File: src/hdl/ibsd_pkg.sv
`timescale 1ns / 1ps

package ibsd_pkg;

    localparam int QUEUE_DEPTH = 4;

    localparam logic [4:0] KIND_NOP     = 5'd0;
    localparam logic [4:0] KIND_HALT    = 5'd1;
    localparam logic [4:0] KIND_RRMOVL  = 5'd2;
    localparam logic [4:0] KIND_IRMOVL  = 5'd3;
    localparam logic [4:0] KIND_RMMOVL  = 5'd4;
    localparam logic [4:0] KIND_MRMOVL  = 5'd5;
    localparam logic [4:0] KIND_ALU     = 5'd6;
    localparam logic [4:0] KIND_JUMP    = 5'd12;
    localparam logic [4:0] KIND_CALL    = 5'd19;
    localparam logic [4:0] KIND_RET     = 5'd20;
    localparam logic [4:0] KIND_PUSHL   = 5'd21;
    localparam logic [4:0] KIND_POPL    = 5'd22;
    localparam logic [4:0] KIND_READ    = 5'd23;
    localparam logic [4:0] KIND_WRITE   = 5'd25;
    localparam logic [4:0] KIND_MOVSBL  = 5'd27;
    localparam logic [4:0] KIND_INVALID = 5'd28;

    localparam logic [3:0] LAST_ALU_FUNC  = 4'd5;
    localparam logic [3:0] LAST_JUMP_FUNC = 4'd6;
    localparam logic [3:0] LAST_IO_FUNC   = 4'd1;

    localparam logic [2:0] LEN_SHORT = 3'd1;
    localparam logic [2:0] LEN_REG   = 3'd2;
    localparam logic [2:0] LEN_IMM   = 3'd5;
    localparam logic [2:0] LEN_FULL  = 3'd6;

    typedef struct packed {
        logic [4:0] kind;
        logic [2:0] len;
    } kind_len_t;

    // one assembled instruction as it moves from the front to the back
    typedef struct packed {
        logic [31:0] address;
        logic [7:0]  opcode;
        logic [7:0]  reg_byte;
        logic [31:0] immediate;
    } instr_rec_t;

    typedef struct packed {
        logic full;
        logic empty;
    } queue_status_t;

    function automatic kind_len_t classify(input logic [7:0] op);
        kind_len_t  r;
        logic [3:0] hi;
        logic [3:0] lo;
        hi     = op[7:4];
        lo     = op[3:0];
        r.kind = KIND_INVALID;
        r.len  = LEN_SHORT;
        case (hi)
            4'h0: if (lo == 4'd0) r = '{KIND_NOP, LEN_SHORT};
            4'h1: if (lo == 4'd0) r = '{KIND_HALT, LEN_SHORT};
            4'h2: if (lo == 4'd0) r = '{KIND_RRMOVL, LEN_REG};
            4'h3: if (lo == 4'd0) r = '{KIND_IRMOVL, LEN_FULL};
            4'h4: if (lo == 4'd0) r = '{KIND_RMMOVL, LEN_FULL};
            4'h5: if (lo == 4'd0) r = '{KIND_MRMOVL, LEN_FULL};
            4'h6: if (lo <= LAST_ALU_FUNC) r = '{KIND_ALU + {1'b0, lo}, LEN_REG};
            4'h7: if (lo <= LAST_JUMP_FUNC) r = '{KIND_JUMP + {1'b0, lo}, LEN_IMM};
            4'h8: if (lo == 4'd0) r = '{KIND_CALL, LEN_IMM};
            4'h9: if (lo == 4'd0) r = '{KIND_RET, LEN_SHORT};
            4'hA: if (lo == 4'd0) r = '{KIND_PUSHL, LEN_REG};
            4'hB: if (lo == 4'd0) r = '{KIND_POPL, LEN_REG};
            4'hC: if (lo <= LAST_IO_FUNC) r = '{KIND_READ + {1'b0, lo}, LEN_FULL};
            4'hD: if (lo <= LAST_IO_FUNC) r = '{KIND_WRITE + {1'b0, lo}, LEN_FULL};
            4'hE: if (lo == 4'd0) r = '{KIND_MOVSBL, LEN_FULL};
            default: r = '{KIND_INVALID, LEN_SHORT};
        endcase
        return r;
    endfunction

endpackage

File: src/hdl/instruction_byte_stream_decoder.sv
`timescale 1ns / 1ps

// Decodes a Y86-style code stream one byte per clock. A byte is taken every
// cycle that in_valid is high, no base write is under way and the record queue
// between the byte assembler and the output register has room; an instruction
// of 1, 2, 5 or 6 bytes is pushed as one record into the queue once its last
// byte is taken, and passes from there into the output register. Up to
// QueueDepth records are buffered while the output is stalled, after which
// in_ready drops until a record is taken. Writing cfg_write_data sets the
// address of the next byte and drops any partly received instruction; write
// it only with no bytes in flight. Unknown opcodes give a one-byte record of
// the invalid kind.

module instruction_byte_stream_decoder
    import ibsd_pkg::*;
#(
    parameter int QueueDepth = QUEUE_DEPTH
)
(
    input  logic        clk,
    input  logic        rst_n,
    input  logic        cfg_write_en,
    input  logic [31:0] cfg_write_data,
    input  logic        in_valid,
    output logic        in_ready,
    input  logic [7:0]  code_byte,
    output logic        out_valid,
    input  logic        out_ready,
    output logic [31:0] instr_address,
    output logic [4:0]  instr_kind,
    output logic [3:0]  reg_a,
    output logic [3:0]  reg_b,
    output logic [31:0] immediate,
    output logic [2:0]  instr_length
);

    logic          push;
    logic          pop;
    instr_rec_t    push_rec;
    instr_rec_t    head_rec;
    queue_status_t q_status;

    ibsd_front u_front (
        .clk            (clk),
        .rst_n          (rst_n),
        .cfg_write_en   (cfg_write_en),
        .cfg_write_data (cfg_write_data),
        .in_valid       (in_valid),
        .in_ready       (in_ready),
        .code_byte      (code_byte),
        .queue_full     (q_status.full),
        .push           (push),
        .push_rec       (push_rec)
    );

    ibsd_queue #(
        .Depth (QueueDepth)
    ) u_queue (
        .clk      (clk),
        .rst_n    (rst_n),
        .push     (push),
        .push_rec (push_rec),
        .pop      (pop),
        .head_rec (head_rec),
        .status   (q_status)
    );

    ibsd_back u_back (
        .clk           (clk),
        .rst_n         (rst_n),
        .head_rec      (head_rec),
        .status        (q_status),
        .pop           (pop),
        .out_valid     (out_valid),
        .out_ready     (out_ready),
        .instr_address (instr_address),
        .instr_kind    (instr_kind),
        .reg_a         (reg_a),
        .reg_b         (reg_b),
        .immediate     (immediate),
        .instr_length  (instr_length)
    );

    // invalid opcodes always close after one byte with nothing captured
    assert property (@(posedge clk) disable iff (!rst_n)
        out_valid && instr_kind == KIND_INVALID |->
            instr_length == LEN_SHORT && immediate == 32'd0)
        else $error("invalid record not one byte long");

    // jumps and call never pick up a register byte
    assert property (@(posedge clk) disable iff (!rst_n)
        out_valid && instr_length == LEN_IMM |-> reg_a == 4'd0 && reg_b == 4'd0)
        else $error("register nibbles set on immediate-only instruction");

    // one- and two-byte instructions carry no immediate
    assert property (@(posedge clk) disable iff (!rst_n)
        out_valid && (instr_length == LEN_REG || instr_length == LEN_SHORT) |->
            immediate == 32'd0)
        else $error("immediate set on short instruction");

    // the front only pushes a record when the queue has room
    assert property (@(posedge clk) disable iff (!rst_n)
        push |-> !q_status.full)
        else $error("record pushed into full queue");

endmodule

File: src/hdl/ibsd_front.sv
`timescale 1ns / 1ps

module ibsd_front
    import ibsd_pkg::*;
(
    input  logic        clk,
    input  logic        rst_n,
    input  logic        cfg_write_en,
    input  logic [31:0] cfg_write_data,
    input  logic        in_valid,
    output logic        in_ready,
    input  logic [7:0]  code_byte,
    input  logic        queue_full,
    output logic        push,
    output instr_rec_t  push_rec
);

    logic [31:0] next_address_reg, next_address_next;
    logic [31:0] start_address_reg, start_address_next;
    logic [7:0]  opcode_reg, opcode_next;
    logic [7:0]  reg_byte_reg, reg_byte_next;
    logic [31:0] imm_reg, imm_next;
    logic [2:0]  pos_reg, pos_next;
    logic [2:0]  pos_inc;
    logic        accept;
    kind_len_t   cls_new;
    kind_len_t   cls_held;

    // no request is taken in the cycle a new base is written
    assign in_ready = !queue_full && !cfg_write_en;
    assign accept   = in_valid && in_ready;
    assign cls_new  = classify(code_byte);
    assign cls_held = classify(opcode_reg);
    assign pos_inc  = pos_reg + 3'd1;

    always_comb
    begin
        next_address_next  = next_address_reg;
        start_address_next = start_address_reg;
        opcode_next        = opcode_reg;
        reg_byte_next      = reg_byte_reg;
        imm_next           = imm_reg;
        pos_next           = pos_reg;
        push               = 1'b0;
        if (cfg_write_en)
        begin
            next_address_next = cfg_write_data;
            pos_next          = 3'd0;
        end
        else if (accept)
        begin
            next_address_next = next_address_reg + 32'd1;
            if (pos_reg == 3'd0)
            begin
                start_address_next = next_address_reg;
                opcode_next        = code_byte;
                reg_byte_next      = 8'd0;
                imm_next           = 32'd0;
                if (cls_new.len == LEN_SHORT)
                    push = 1'b1;
                else
                    pos_next = 3'd1;
            end
            else
            begin
                // jumps and call carry no register byte
                if (pos_reg == 3'd1 && cls_held.len != LEN_IMM)
                    reg_byte_next = code_byte;
                else
                    imm_next = {code_byte, imm_reg[31:8]};
                if (pos_inc >= cls_held.len)
                begin
                    pos_next = 3'd0;
                    push     = 1'b1;
                end
                else
                    pos_next = pos_inc;
            end
        end
    end

    assign push_rec = '{address:   start_address_next,
                        opcode:    opcode_next,
                        reg_byte:  reg_byte_next,
                        immediate: imm_next};

    always_ff @(posedge clk or negedge rst_n)
    begin
        if (!rst_n)
        begin
            next_address_reg  <= 32'd0;
            start_address_reg <= 32'd0;
            opcode_reg        <= 8'd0;
            reg_byte_reg      <= 8'd0;
            imm_reg           <= 32'd0;
            pos_reg           <= 3'd0;
        end
        else
        begin
            next_address_reg  <= next_address_next;
            start_address_reg <= start_address_next;
            opcode_reg        <= opcode_next;
            reg_byte_reg      <= reg_byte_next;
            imm_reg           <= imm_next;
            pos_reg           <= pos_next;
        end
    end

endmodule

File: src/hdl/ibsd_queue.sv
`timescale 1ns / 1ps

module ibsd_queue
    import ibsd_pkg::*;
#(
    parameter int Depth = QUEUE_DEPTH
)
(
    input  logic          clk,
    input  logic          rst_n,
    input  logic          push,
    input  instr_rec_t    push_rec,
    input  logic          pop,
    output instr_rec_t    head_rec,
    output queue_status_t status
);

    localparam int PtrW = (Depth > 1) ? $clog2(Depth) : 1;
    localparam int CntW = $clog2(Depth + 1);
    localparam logic [PtrW-1:0] LastPtr = PtrW'(Depth - 1);
    localparam logic [CntW-1:0] FullCnt = CntW'(Depth);

    instr_rec_t            entries_reg [Depth];
    logic [PtrW-1:0]       wr_ptr_reg, wr_ptr_next;
    logic [PtrW-1:0]       rd_ptr_reg, rd_ptr_next;
    logic [CntW-1:0]       count_reg, count_next;
    logic                  do_push;
    logic                  do_pop;

    assign status.full  = (count_reg == FullCnt);
    assign status.empty = (count_reg == '0);
    assign do_push      = push && !status.full;
    assign do_pop       = pop && !status.empty;
    assign head_rec     = entries_reg[rd_ptr_reg];

    always_comb
    begin
        wr_ptr_next = wr_ptr_reg;
        rd_ptr_next = rd_ptr_reg;
        count_next  = count_reg;
        if (do_push)
            wr_ptr_next = (wr_ptr_reg == LastPtr) ? '0 : wr_ptr_reg + PtrW'(1);
        if (do_pop)
            rd_ptr_next = (rd_ptr_reg == LastPtr) ? '0 : rd_ptr_reg + PtrW'(1);
        if (do_push && !do_pop)
            count_next = count_reg + CntW'(1);
        else if (do_pop && !do_push)
            count_next = count_reg - CntW'(1);
    end

    always_ff @(posedge clk)
    begin
        if (do_push)
            entries_reg[wr_ptr_reg] <= push_rec;
    end

    always_ff @(posedge clk or negedge rst_n)
    begin
        if (!rst_n)
        begin
            wr_ptr_reg <= '0;
            rd_ptr_reg <= '0;
            count_reg  <= '0;
        end
        else
        begin
            wr_ptr_reg <= wr_ptr_next;
            rd_ptr_reg <= rd_ptr_next;
            count_reg  <= count_next;
        end
    end

endmodule

File: src/hdl/ibsd_back.sv
`timescale 1ns / 1ps

module ibsd_back
    import ibsd_pkg::*;
(
    input  logic          clk,
    input  logic          rst_n,
    input  instr_rec_t    head_rec,
    input  queue_status_t status,
    output logic          pop,
    output logic          out_valid,
    input  logic          out_ready,
    output logic [31:0]   instr_address,
    output logic [4:0]    instr_kind,
    output logic [3:0]    reg_a,
    output logic [3:0]    reg_b,
    output logic [31:0]   immediate,
    output logic [2:0]    instr_length
);

    logic        valid_reg, valid_next;
    logic [31:0] address_reg;
    logic [4:0]  kind_reg;
    logic [3:0]  reg_a_reg;
    logic [3:0]  reg_b_reg;
    logic [31:0] imm_reg;
    logic [2:0]  len_reg;
    kind_len_t   cls;

    assign cls = classify(head_rec.opcode);

    // refill the output slot whenever it is empty or being taken
    assign pop        = !status.empty && (!valid_reg || out_ready);
    assign valid_next = pop || (valid_reg && !out_ready);

    always_ff @(posedge clk or negedge rst_n)
    begin
        if (!rst_n)
            valid_reg <= 1'b0;
        else
            valid_reg <= valid_next;
    end

    always_ff @(posedge clk)
    begin
        if (pop)
        begin
            address_reg <= head_rec.address;
            kind_reg    <= cls.kind;
            reg_a_reg   <= head_rec.reg_byte[7:4];
            reg_b_reg   <= head_rec.reg_byte[3:0];
            imm_reg     <= head_rec.immediate;
            len_reg     <= cls.len;
        end
    end

    assign out_valid     = valid_reg;
    assign instr_address = address_reg;
    assign instr_kind    = kind_reg;
    assign reg_a         = reg_a_reg;
    assign reg_b         = reg_b_reg;
    assign immediate     = imm_reg;
    assign instr_length  = len_reg;

endmodule
File: config.mk
export PLATFORM = sky130hd
export DESIGN_NAME = instruction_byte_stream_decoder
export DESIGN_NICKNAME = d
export VERILOG_FILES = /design/src/hdl/ibsd_pkg.sv /design/src/hdl/instruction_byte_stream_decoder.sv /design/src/hdl/ibsd_front.sv /design/src/hdl/ibsd_queue.sv /design/src/hdl/ibsd_back.sv
export SDC_FILE = /design/constraint.sdc
export NUM_CORES = 1
export LEC_CHECK = 0
export ABC_CLOCK_PERIOD_IN_PS = 7500
export BUFFER_PORTS_ARGS = -buffer_cell sky130_fd_sc_hd__buf_2
export CAP_MARGIN = 0
export CORE_ASPECT_RATIO = 0.6
export CORE_MARGIN = 2
export CORE_UTILIZATION = 50
export DETAILED_ROUTE_END_ITERATION = 7
export HOLD_SLACK_MARGIN = 0.02
export MAX_ROUTING_LAYER = met4
export PLACE_DENSITY = 0.73
export SLEW_MARGIN = 20
export SYNTH_ARGS = -nofsm -noshare
export SYNTH_HDL_FRONTEND = slang
export SYNTH_SLANG_ARGS = --single-unit
File: constraint.sdc
create_clock -name clk -period 7.5 [get_ports clk]
set_input_delay 1.125 -clock clk [delete_from_list [all_inputs] [get_ports clk]]
set_output_delay 1.125 -clock clk [all_outputs]
set_load 0.05 [all_outputs]
Word level (Yosys, flattened, before mapping):

Memory sizes are Yosys's and may differ from the RTL's.
Cells that the tools add are included.

* bits in registers: 203
* bits in writable memories: 320
* output and inout bits: 82
* logic and storage cells: 189
* memories kept: 1

Memory list
* u_queue.entries_reg: words 4, bits a word 80, read ports 1, clocked after memory_dff 0, wr ports 1, line ibsd_queue.sv:23 `instr_rec_t entries_reg [Depth];`

* $add $sub $neg: 10
* order comparisons: 10
* eq/ne operators: 49
* muxes and demuxes: 74
* reductions and logical operators: 29

Operators by type and width (count)
* $mux W32: 9
* $mux W8: 17
* $pmux W8 S15: 1
* $pmux W3 S15: 2
* $eq A4 B4 Y1 const B: 21
* $mux W3: 23
* $eq A4 B3 Y1 const B: 12
* $add A32 B1 Y32 const B: 1
* $mux W7: 4
* $eq A4 B2 Y1 const B: 6
* $le A4 B3 Y1 const B: 6
* $logic_not A4 Y1: 6
* $mux W2: 10
* $eq A4 B1 Y1 const B: 3
* $le A4 B1 Y1 const B: 3
* $add A5 B4 Y5 const A: 2
* $logic_and A1 B1 Y1: 9
* $logic_not A1 Y1: 7
* $mux W1: 7
* $add A3 B1 Y3 const B: 2
* $eq A3 B1 Y1 const B: 2
* $logic_not A3 Y1: 2
* $mux W6: 1
* $ne A3 B3 Y1 const B: 2
* 10 further kinds: 14

Longest topological paths before layout:

Gate-level depths: netlist (run 1).

* depth in word-level cells: 13
* mapped depth: 17

Modules after synthesis:

From an unflattened synthesis (run 1), not the netlist that was laid out.

* cell total of the unflattened synthesis: 1150
* area, all modules: 20902.5 sq um

Modules (own cells, without submodules)
* ibsd_queue: instances 1, cells each 455, area each 12079.1 sq um, sequential area each 9784.4 sq um
* ibsd_front: instances 1, cells each 493, area each 5529.1 sq um, sequential area each 2877.8 sq um
* ibsd_back: instances 1, cells each 202, area each 3294.4 sq um, sequential area each 2427.3 sq um

Worst setup path after synthesis (run 1):

No wires, ideal clock.

* path kind: input -> register
* start point: input port out_ready
* end point: register u_queue.count_reg[1]
* setup time: 0.125 ns
* arrival: 6.470 ns
* required time: 7.375 ns
* setup slack: 0.906 ns
* stages: 7
* cells stage by stage: inv_1 a21oi_1 inv_1 ha_1 inv_1 fa_1 mux2_2

* longest elaborated chain between the ends: 6
* elaborated cells between the ends (all ways): 8
* those cells by class: mux: 1; reduce/logical: 7

Ends and longest elaborated chain
* from (decl): line instruction_byte_stream_decoder.sv:28 `input logic out_ready,`
* $logic_or A1 B1 Y1: line ibsd_back.sv:33 `assign pop = !status.empty && (!valid_reg || out_ready);`
* $logic_and A1 B1 Y1: line ibsd_back.sv:33
* net pop: line instruction_byte_stream_decoder.sv:38 `logic pop;`
* $logic_and A1 B1 Y1: line ibsd_queue.sv:33 `assign do_pop = pop && !status.empty;`
* $logic_not A1 Y1: line ibsd_queue.sv:45 `if (do_push && !do_pop)`
* $logic_and A1 B1 Y1: line ibsd_queue.sv:45
* $mux W3: line ibsd_queue.sv:45
* net u_queue.count_next[1]: line ibsd_queue.sv:26 `logic [CntW-1:0] count_reg, count_next;`
* to (signal assigned): line ibsd_queue.sv:69 `count_reg <= count_next;`
* to (decl): line ibsd_queue.sv:26

The timed path passes the listed nets, and every way through them passes these cells.
A chain may end at the register's enable or synchronous reset.

Worst setup path after layout (run 1):

* start point: register u_front.opcode_reg[1]
* end point: memory u_queue.entries_reg[0][53] (netlist name) (enable)

* longest elaborated chain between the ends: 11
* elaborated cells between the ends (all ways): 25
* those cells by class: order compare: 4; mux: 19; reduce/logical: 2

Ends and longest elaborated chain
* from (decl): line ibsd_front.sv:20 `logic [7:0] opcode_reg, opcode_next;`
* from (signal assigned): line ibsd_front.sv:102 `opcode_reg <= opcode_next;`
* $le A4 B1 Y1, or another cell as far along: line ibsd_pkg.sv:72, ibsd_pkg.sv:73
* $mux W3, or another cell as far along: line ibsd_pkg.sv:72, ibsd_pkg.sv:73
* $pmux W3 S15 (*): line ibsd_pkg.sv:59 `case (hi)`
* $ge A3 B3 Y1 (*): line ibsd_front.sv:71 `if (pos_inc >= cls_held.len)`
* $mux W1 (*): line ibsd_front.sv:71
* $mux W1 (*): line ibsd_front.sv:53 `if (pos_reg == 3'd0)`
* $mux W1 (*): line ibsd_front.sv:50 `else if (accept)`
* $mux W1 (*): line ibsd_front.sv:45 `if (cfg_write_en)`
* $logic_and A1 B1 Y1 (*): line ibsd_queue.sv:32 `assign do_push = push && !status.full;`
* $mux W1 (*): line ibsd_queue.sv:53 `if (do_push)`
* $mux W1 (implied by the code) (*): line ibsd_queue.sv:54 `entries_reg[wr_ptr_reg] <= push_rec;`
* to (decl): line ibsd_queue.sv:23

Mark *: on every way between the ends. The rest lies on a longest branch, timed or not.

==> results of run 1 <==
[where the power goes]
| group | internal, mW | leakage, nW | total (mW) | switching, mW |
|---|---|---|---|---|
| logic | 0.859 | 2.34 | 2.61 | 1.75 |
| registers | 3.87 | 5.36 | 4.17 | 0.303 |
| clock network | 1.44 | 0.778 | 2.47 | 1.03 |
[worst min path at each step]
stage	from	end	slack [ps]	depth (start not counted)
finish	u_queue.count_reg[2]	u_queue.count_reg[2]	490	1
global route	u_queue.count_reg[2]	u_queue.count_reg[2]	510	1
CTS	u_queue.count_reg[2]	u_queue.count_reg[2]	480	1
detailed placement	u_queue.count_reg[2]	u_queue.count_reg[2]	470	1
global placement	u_queue.count_reg[2]	u_queue.count_reg[2]	470	1
floorplan	u_queue.count_reg[2]	u_queue.count_reg[2]	450	1
[metrics by stage]
stage	hold WS, ps	setup slack, ps
floorplan	455	906
global placement	471	3080
detailed placement	474	3020
CTS	484	3270
global route	515	2930
finish	492	3190
[area by class of cell]
type / count / area [µm²]
repair buffers: 138 / 727
fillers: 3013 / 17200
well taps: 531 / 664
multi-input cells: 526 / 5040
inverters: 21 / 78.8
clock inverters: 26 / 363
flip-flops and latches: 523 / 15100
clock buffers: 58 / 1220
[critical path, cell delays in order (launching register included)]
cell and delay (ps):
dfrtp_1 400, or3_4 410, a2111oi_0 610, o22ai_1 170
ha_1 290, nand2b_1 100, a21o_1 110, a21oi_1 110
nand2_1 90, and3_1 310, and2_4 590, buf_4 680
[synthesized netlist by cell type (all sizes together) (8+ instances only)]
cell type,number
nor2b,8
nor3,12
mux2,45
nand2b,8
and3,13
dfrtp,123
nor2,31
a21oi,22
buf,25
nand2,58
edfxtp,400
nand3,26
ha,25
mux4,80
inv,21
a31oi,11
o311ai,13
o21ai,36
a221o,9
clkbuf,22
a22o,40
[cells by family after synthesis]
group	count (synthesis)
muxes	129
xor gates and xnor gates	10
and+or+nand+nor	196
buffers and inverters	68
DFF	523
AOI/OAI and AO/OA	165
adders and majority gates	26
[routing by layer]
metal / part of all wire [%] / routed length [µm] / vias up
li1: - / - / 4731
met1: 47 / 19400 / 5525
met2: 45 / 18700 / 375
met3: 6.8 / 2810 / 44
met4: 1.2 / 494 / 0
met5: 0 / 0 / -
==> metrics, run 1 <==
status=finished clean; clk root buf=clkbuf_16; initial core utilization=about half; crit start category=register; HP Class=reg2reg; setup tns final=0 ps; detailed-placement wirelength estimate=between 20000 and 30000 µm; flops & latches, synth=about 520; Finished Core Util=57.5%; R2R Setup Slk=3190 ps; syn_nets=1188; vias in the first global route=~10000; CP required=roughly 7700 ps; endpoints failing setup=0; measured slew at the worst slew-check pin=between 1000 and 1500 ps; total clock buffers created by CTS=45; Relative slew margins=26.3%; routing usage on met1=a little under a third; Synth Area in Adders=1.63%; Post-synth EDFFs=400; mux cell area share after synthesis=between 10% and 20%; PortBufs=around 130; post-cts resize count=0; Cell Area, Synth=~20000 µm²; Post-Route WL=41400 µm; r2r endpoint=u_queue.entries_reg[0][53]; Post-Syn Instances=around 1100; Max Root-Sink Buffers=3; fmax=232 MHz; post-route ant nets=0; starting DRC count in detailed routing=~1300; crit path max fanout=45; M2 GR Usage=29.8%; Sink Count=between 500 and 600; chip height=~160 µm; GP Congestion=roughly 0.9; non-filler cells, final=about 1800; LEAKAGE=around 8.5 nW; most frequent cells in the layout=400 x edfxtp_1, 125 x buf_2, 121 x dfrtp_1; worst IR drop on VDD=around 0.00023 V; Power, Total=9.25 mW; Async SR Flop Fraction=23.5%; Synth cell types=70; Primary FF master, synth=edfxtp_1; gr busiest metal=met1; Synth Warn #=0; Avg Inst Size Synth=18.3 µm²; # Max-Cap Violations=0; Finished Cell Area=between 20000 and 25000 µm²; Post-route DRC=0; pin count of the biggest net entering global routing=64; number of inserted diodes=0; final hold violations=0; Slew Viols, Final=0; core area=40400 µm²; crit end category=register; initial antenna violation count=0; CTS tree=yes; full die area=42500 µm²; leading cell type in the layout, fill and taps excluded=edfxtp_1; Compound-Gate Fraction of Synth Area=5.91%; WL per Instance=22.7 µm; global routing usage on met3=between 3 and 4%; FP Rows=between 50 and 60; total grt overflow=0; post-synthesis simple-gate area fraction=between 5 and 6%; vias post-DR=approximately 11000; cells on worst reg2reg path=11; CP Launch Point=u_front.opcode_reg[1]; XOR/XNOR share of the synthesized area=less than 1%; first-pass GRT wire length=~64000 µm; r2r startpoint=u_front.opcode_reg[1]; all-layer global routing usage=~20%; placed cell areas=between 20000 and 25000 µm²; layout cells sized above 1=between 20% and 30%; fin crit period=between 4000 and 5000 ps; largest family of logic cells by synthesized area=multiplexers; placed cells=1739; H-Tree Depth=2; Yosys top cell area share=about three fifths; crit path DAT=~4500 ps; Via density=around 5.9; pwr dens=between 300 and 400 nW/µm²; nets=1326; RSZ-0062 raised after global routing=false; clk_lat worst skew=570 ps; Setup Fix Bufs, Post-CTS=0; Tcrit/Tclk final=between 50% and 60%; drt pass-1 iters=7; Die W=265 µm; area leader, netlist=edfxtp_1; Reg clk slew, reported paths=70 ps; clock skew=approximately 26 ps; # IOs=between 100 and 150; sequential element share of the synthesized area=73.9%; area delta synth->final=13.6%; Critical Path End=u_queue.entries_reg[0][53]; max FFs per register=320; crit path kind=reg2reg; Area contributors post-synth=edfxtp_1 59%, dfrtp_1 15%, mux4_2 8.8%; Post-CTS Hold Fix Bufs=0
No activity file was read; power rests on OpenSTA's default activity.
==> run 2, diff against run 1 <==
- ABC_AREA: not set -> 1
- ABC_CLOCK_PERIOD_IN_PS: 7500 -> 4200
- clock period: 7.5 -> 4.2 ns (I/O delays scaled with it)
==> metrics, run 2 <==
Area contributors post-synth=edfxtp_1 55%, dfrtp_1 14%, nand2_1 5.1%; Post-CTS Hold Fix Bufs=0; worst IR drop on VDD=between 0.0004 and 0.0005 V; Relative slew margins=33.6%; wire length on met2=between 20000 and 25000 µm; initial core utilization=50.4%; total grt overflow=0; Synth Warn #=0; initial antenna violation count=4; crit path max fanout=69; pwr dens=between 700 and 800 nW/µm²; HP Class=in2async; crit end category=register; FP Rows=approximately 60; vias in the first global route=approximately 14000; flops & latches, synth=around 520; Avg Inst Size Synth=approximately 12 µm²; wire length on met3=approximately 4300 µm; fin crit period=3290 ps; clock skew=between 30 and 40 ps; final hold violations=0; RSZ-0062 raised after global routing=false; layout cells sized above 1=between 10% and 20%; core area=~43000 µm²; Post-Place Setup Slack=approximately 910 ps; all-layer global routing usage=between 20% and 30%; Reg clk slew, reported paths=70 ps; full die area=45100 µm²; PortBufs=~130; first-pass GRT wire length=between 70000 and 80000 µm; pin count of the biggest net entering global routing=95; placed cells=approximately 2500; GP Congestion=0.951; most frequent cells in the layout=400 x edfxtp_1, 292 x nand2_1, 245 x nor2_1; WL per Instance=19.8 µm; vias post-DR=around 14000; sequential element share of the synthesized area=approximately 70%; endpoints failing setup=0; Setup Fix Bufs, Post-CTS=0; CTS tree=yes; area delta synth->final=12.8%; syn_nets=1890; area leader, netlist=edfxtp_1; Cell Area, Synth=approximately 22000 µm²; # Max-Cap Violations=0; measured slew at the worst slew-check pin=about 1000 ps; clk root buf=clkbuf_16; Async SR Flop Fraction=23.5%; Sink Count=roughly 520; Setup WS post-layout=~910 ps; cell with the most instances after synthesis=edfxtp_1; max FFs per register=between 300 and 400; Slew Viols, Final=0; crit start category=register; starting DRC count in detailed routing=roughly 1600; fmax=between 300 and 400 MHz; Post-Route WL=around 50000 µm; chip height=165 µm; worst hold slack=166 ps; Primary FF master, synth=edfxtp_1; placed cell areas=between 20000 and 25000 µm²; leading cell type in the layout, fill and taps excluded=edfxtp_1; Tcrit/Tclk final=about four fifths; drt pass-1 iters=5; total clock buffers created by CTS=47; post-route ant nets=0; Yosys top cell area share=a little under three fifths; crit path DAT=roughly 3600 ps; CP required=4510 ps; Synth cell types=42; Post-synth EDFFs=400; Top Metal Used=met4; nets=2002; Post-Syn Instances=1819; non-filler cells, final=roughly 2600; detailed-placement wirelength estimate=roughly 31000 µm; Max Root-Sink Buffers=3; Commonest cells post-synth=400 x edfxtp_1, 292 x nand2_1, 249 x nor2_1; Finished Cell Area=24500 µm²; crit path kind=reg2reg; post-cts resize count=0; Die W=around 270 µm; H-Tree Depth=2; met1 wire length=around 23000 µm; Post-route DRC=0; clk_lat worst skew=580 ps; Via density=5.63; status=finished clean; LEAKAGE=~9 nW; # IOs=127
## run 2: final timing paths
kind	start	endpoint	slack, ps	cells after the start
min in group clk	cfg_write_data[13]	u_front.next_address_reg[13]	280	3
max	u_queue.rd_ptr_reg[0]	u_back.instr_kind[0]	910	13
min	rst_n	u_front.start_address_reg[3]	170	1
min reg2reg	u_queue.count_reg[2]	u_queue.count_reg[2]	540	1
max reg2reg	u_queue.rd_ptr_reg[0]	u_back.instr_kind[0]	910	13
max in group asynchronous	rst_n	u_front.next_address_reg[22]	3140	2
## run 2: layout make-up
cell class,count,area (µm²)
Clock buffer,64,1330
Inverter,72,278
Tap cell,579,724
Multi-Input combinational cell,1139,5940
Fill cell,3487,18600
Timing Repair Buffer,148,848
Clock inverter,24,243
Sequential cell,523,15100
Antenna cell,2,5.00
## run 2: critical path, cell delays in order (launching register included)
cell     delay (ps)
dfrtp_4         640
buf_4           610
nand2_1         130
nand3_1         120
nand2_1         250
ha_1            320
o21ai_0         270
inv_1           200
nand3_1         150
inv_1            60
nand2_1          50
nand2_1          50
nor2_1          130
nand2_1          70
## run 2: through the flow
stage / power, mW / util, % / TNS, ps
after floorplan: 13.2 / - / -75370
after global placement: 15.1 / 53.2 / 0
after detailed placement: 15.2 / 53.2 / 0
after CTS: 19.6 / 56.8 / 0
after global routing: 20.6 / 56.8 / 0
final: 19.5 / 56.8 / 0
## run 2: logic make-up after synthesis
logic type	after synthesis	share of synthesized area (%)
AO/OA/AOI/OAI	391	9.98
XOR/XNOR	30	1.21
adder cells (fa/ha/maj)	26	1.53
buffers and inverters	157	3.23
flip-flops	523	69.6
multiplexers	22	1.14
AND/OR/NAND/NOR	670	13.3
## run 2: power by group
group          switching, mW  internal (mW)
combinational           5.39           1.70
clock                   1.91           2.43
sequential             0.551           7.52
total                   7.86           11.7
## run 2: routing by layer
metal,GRT usage [%],vias up
li1,-,6638
met1,33.5,7086
met2,33.0,572
met3,5.10,75
met4,5.92,0
met5,-,-
==> run 3, diff against run 2 <==
- ABC_CLOCK_PERIOD_IN_PS: 4200 -> 3400
- clock period: 4.2 -> 3.4 ns (I/O delays scaled with it)
==> metrics, run 3 (same netlist as run 2, synthesis figures left out) <==
Sw Pwr=between 9 and 10 mW; Post-Route WL=approximately 50000 µm; crit start category=register; Worst path max stage delay=about 430 ps; total grt overflow=0; fin crit period=roughly 3300 ps; # IOs=127; drt pass-1 iters=5; clk_lat worst skew=between 500 and 600 ps; PortBufs=126; Die W=273 µm; CTS tree=yes; non-filler cells, final=2561; GP Congestion=between 0.9 and 1; Sequential Power Share=slightly above 40%; H-Tree Depth=2; most frequent cells in the layout=400 x edfxtp_1, 292 x nand2_1, 244 x nor2_1; detailed-placement wirelength estimate=~31000 µm; Power, Total=around 24 mW; nets=between 2000 and 2500; status=finished clean; Via density=5.59; Sink Count=523; measured slew at the worst slew-check pin=between 800 and 900 ps; Finished Core Util=between 50% and 60%; worst hold slack=162 ps; area delta synth->final=13.7%; worst IR drop on VDD=approximately 0.00081 V; max FFs per register=320; pin count of the biggest net entering global routing=85; Slew Viols, Final=0; full die area=~45000 µm²; vias in the first global route=~14000; Max Root-Sink Buffers=3; crit-path cells=inv_2, nand3_2, nor2_2, inv_1, nor4_4, nor3_1, ha_1, o21ai_0, nand2_1, a21oi_2, inv_1, nand2_1, nand2_1, buf_4, ha_1, inv_1, fa_1, mux2_2; Relative slew margins=42.8%; Combinational Power Share=a little over a third; crit path DAT=3770 ps; endpoints failing setup=0; core area=around 43000 µm²; crit path kind=reg2reg; HP Class=in2reg; FP Rows=roughly 60; CP required=around 3900 ps; chip height=165 µm; # Max-Cap Violations=0; fmax=301 MHz; WL per Instance=just under 20 µm; total clock buffers created by CTS=between 40 and 50; clock skew=25.2 ps; Post-route DRC=0; first-pass GRT wire length=77300 µm; CP max-delay cell=fa_1; all-layer global routing usage=between 20% and 30%; leading cell type in the layout, fill and taps excluded=edfxtp_1; clk root buf=clkbuf_16; final hold violations=0; layout cells sized above 1=17.0%; vias post-DR=about 14000; starting DRC count in detailed routing=1600; sw frac=40.1%; Int Power=14.6 mW; crit end category=register; Reg clk slew, reported paths=70 ps; placed cells=~2500; clock network fraction of total power=22.3%; crit path max fanout=4; Tcrit/Tclk final=between 90% and 100%; LEAKAGE=between 9 and 10 nW; placed cell areas=~23000 µm²; initial core utilization=between 50% and 60%; pwr dens=approximately 1000 nW/µm²; initial antenna violation count=3; post-route ant nets=0; Finished Cell Area=24600 µm²
[run 3: worst paths after layout]
kind                            cells past startpoint  slack (ps)                       endpoint                   from
worst min register to register                      2         550             u_front.pos_reg[2]     u_front.pos_reg[2]
min in group asynchronous                           2         500    u_front.next_address_reg[1]                  rst_n
max in group asynchronous                           3        2040  u_front.start_address_reg[28]                  rst_n
worst max register to register                     18          80           u_queue.count_reg[1]  u_front.opcode_reg[2]
worst min-delay path                                3         160    u_front.next_address_reg[7]      cfg_write_data[7]
worst max-delay path                               18          80           u_queue.count_reg[1]  u_front.opcode_reg[2]
[run 3: worst max-delay path: cells and delay by family, from the launching register on]
kind | cells | cell delay [ps]
compound gates | 2 | 320
fa+ha+maj | 3 | 880
buf+inv | 5 | 520
flops | 1 | 410
mux | 1 | 270
simple gates | 7 | 760
[run 3: cell type report]
class | count | area (µm²)
diodes | 2 | 5.00
clock buffers | 58 | 1300
clock inverters | 30 | 295
fillers | 3447 | 18400
inverters | 72 | 278
multi-input cells | 1140 | 6000
flip-flops and latches | 523 | 15100
well taps | 579 | 724
repair buffers | 157 | 947
[run 3: power by group through the flow]
| stage | Clock, mW | Combinational, mW | Sequential [mW] |
|---|---|---|---|
| finish | 5.44 | 8.92 | 9.99 |
| global route | 5.78 | 9.71 | 10.2 |
| CTS | 5.54 | 8.81 | 9.99 |
| detailed placement | 0 | 8.76 | 10.1 |
| global placement | 0 | 8.61 | 10.1 |
| floorplan | 0 | 4.65 | 11.7 |
[run 3: layer usage]
metal / track usage [%] / wire [µm] / vias to the layer above
met2: 32.7 / 21600 / 592
met3: 4.35 / 4040 / 67
met5: - / 0 / -
met4: 5.02 / 826 / 0
met1: 34.1 / 23700 / 6998
li1: - / - / 6671
[run 3: metrics by stage]
step | setup slack, ps | setup TNS, ps
5_1_grt | -42.8 | -42.8
6_report | 79.3 | 0
3_5_place_dp | 166 | 0
4_1_cts | 128 | 0
3_3_place_gp | 190 | 0
2_1_floorplan | -885 | -212440
[run 3: repair_timing]
action	CTS	global route
hold buffers	1	0
buffers inserted	0	2
setup endpoints to repair	0	59
hold endpoints to repair	46	0
resized for setup	0	13
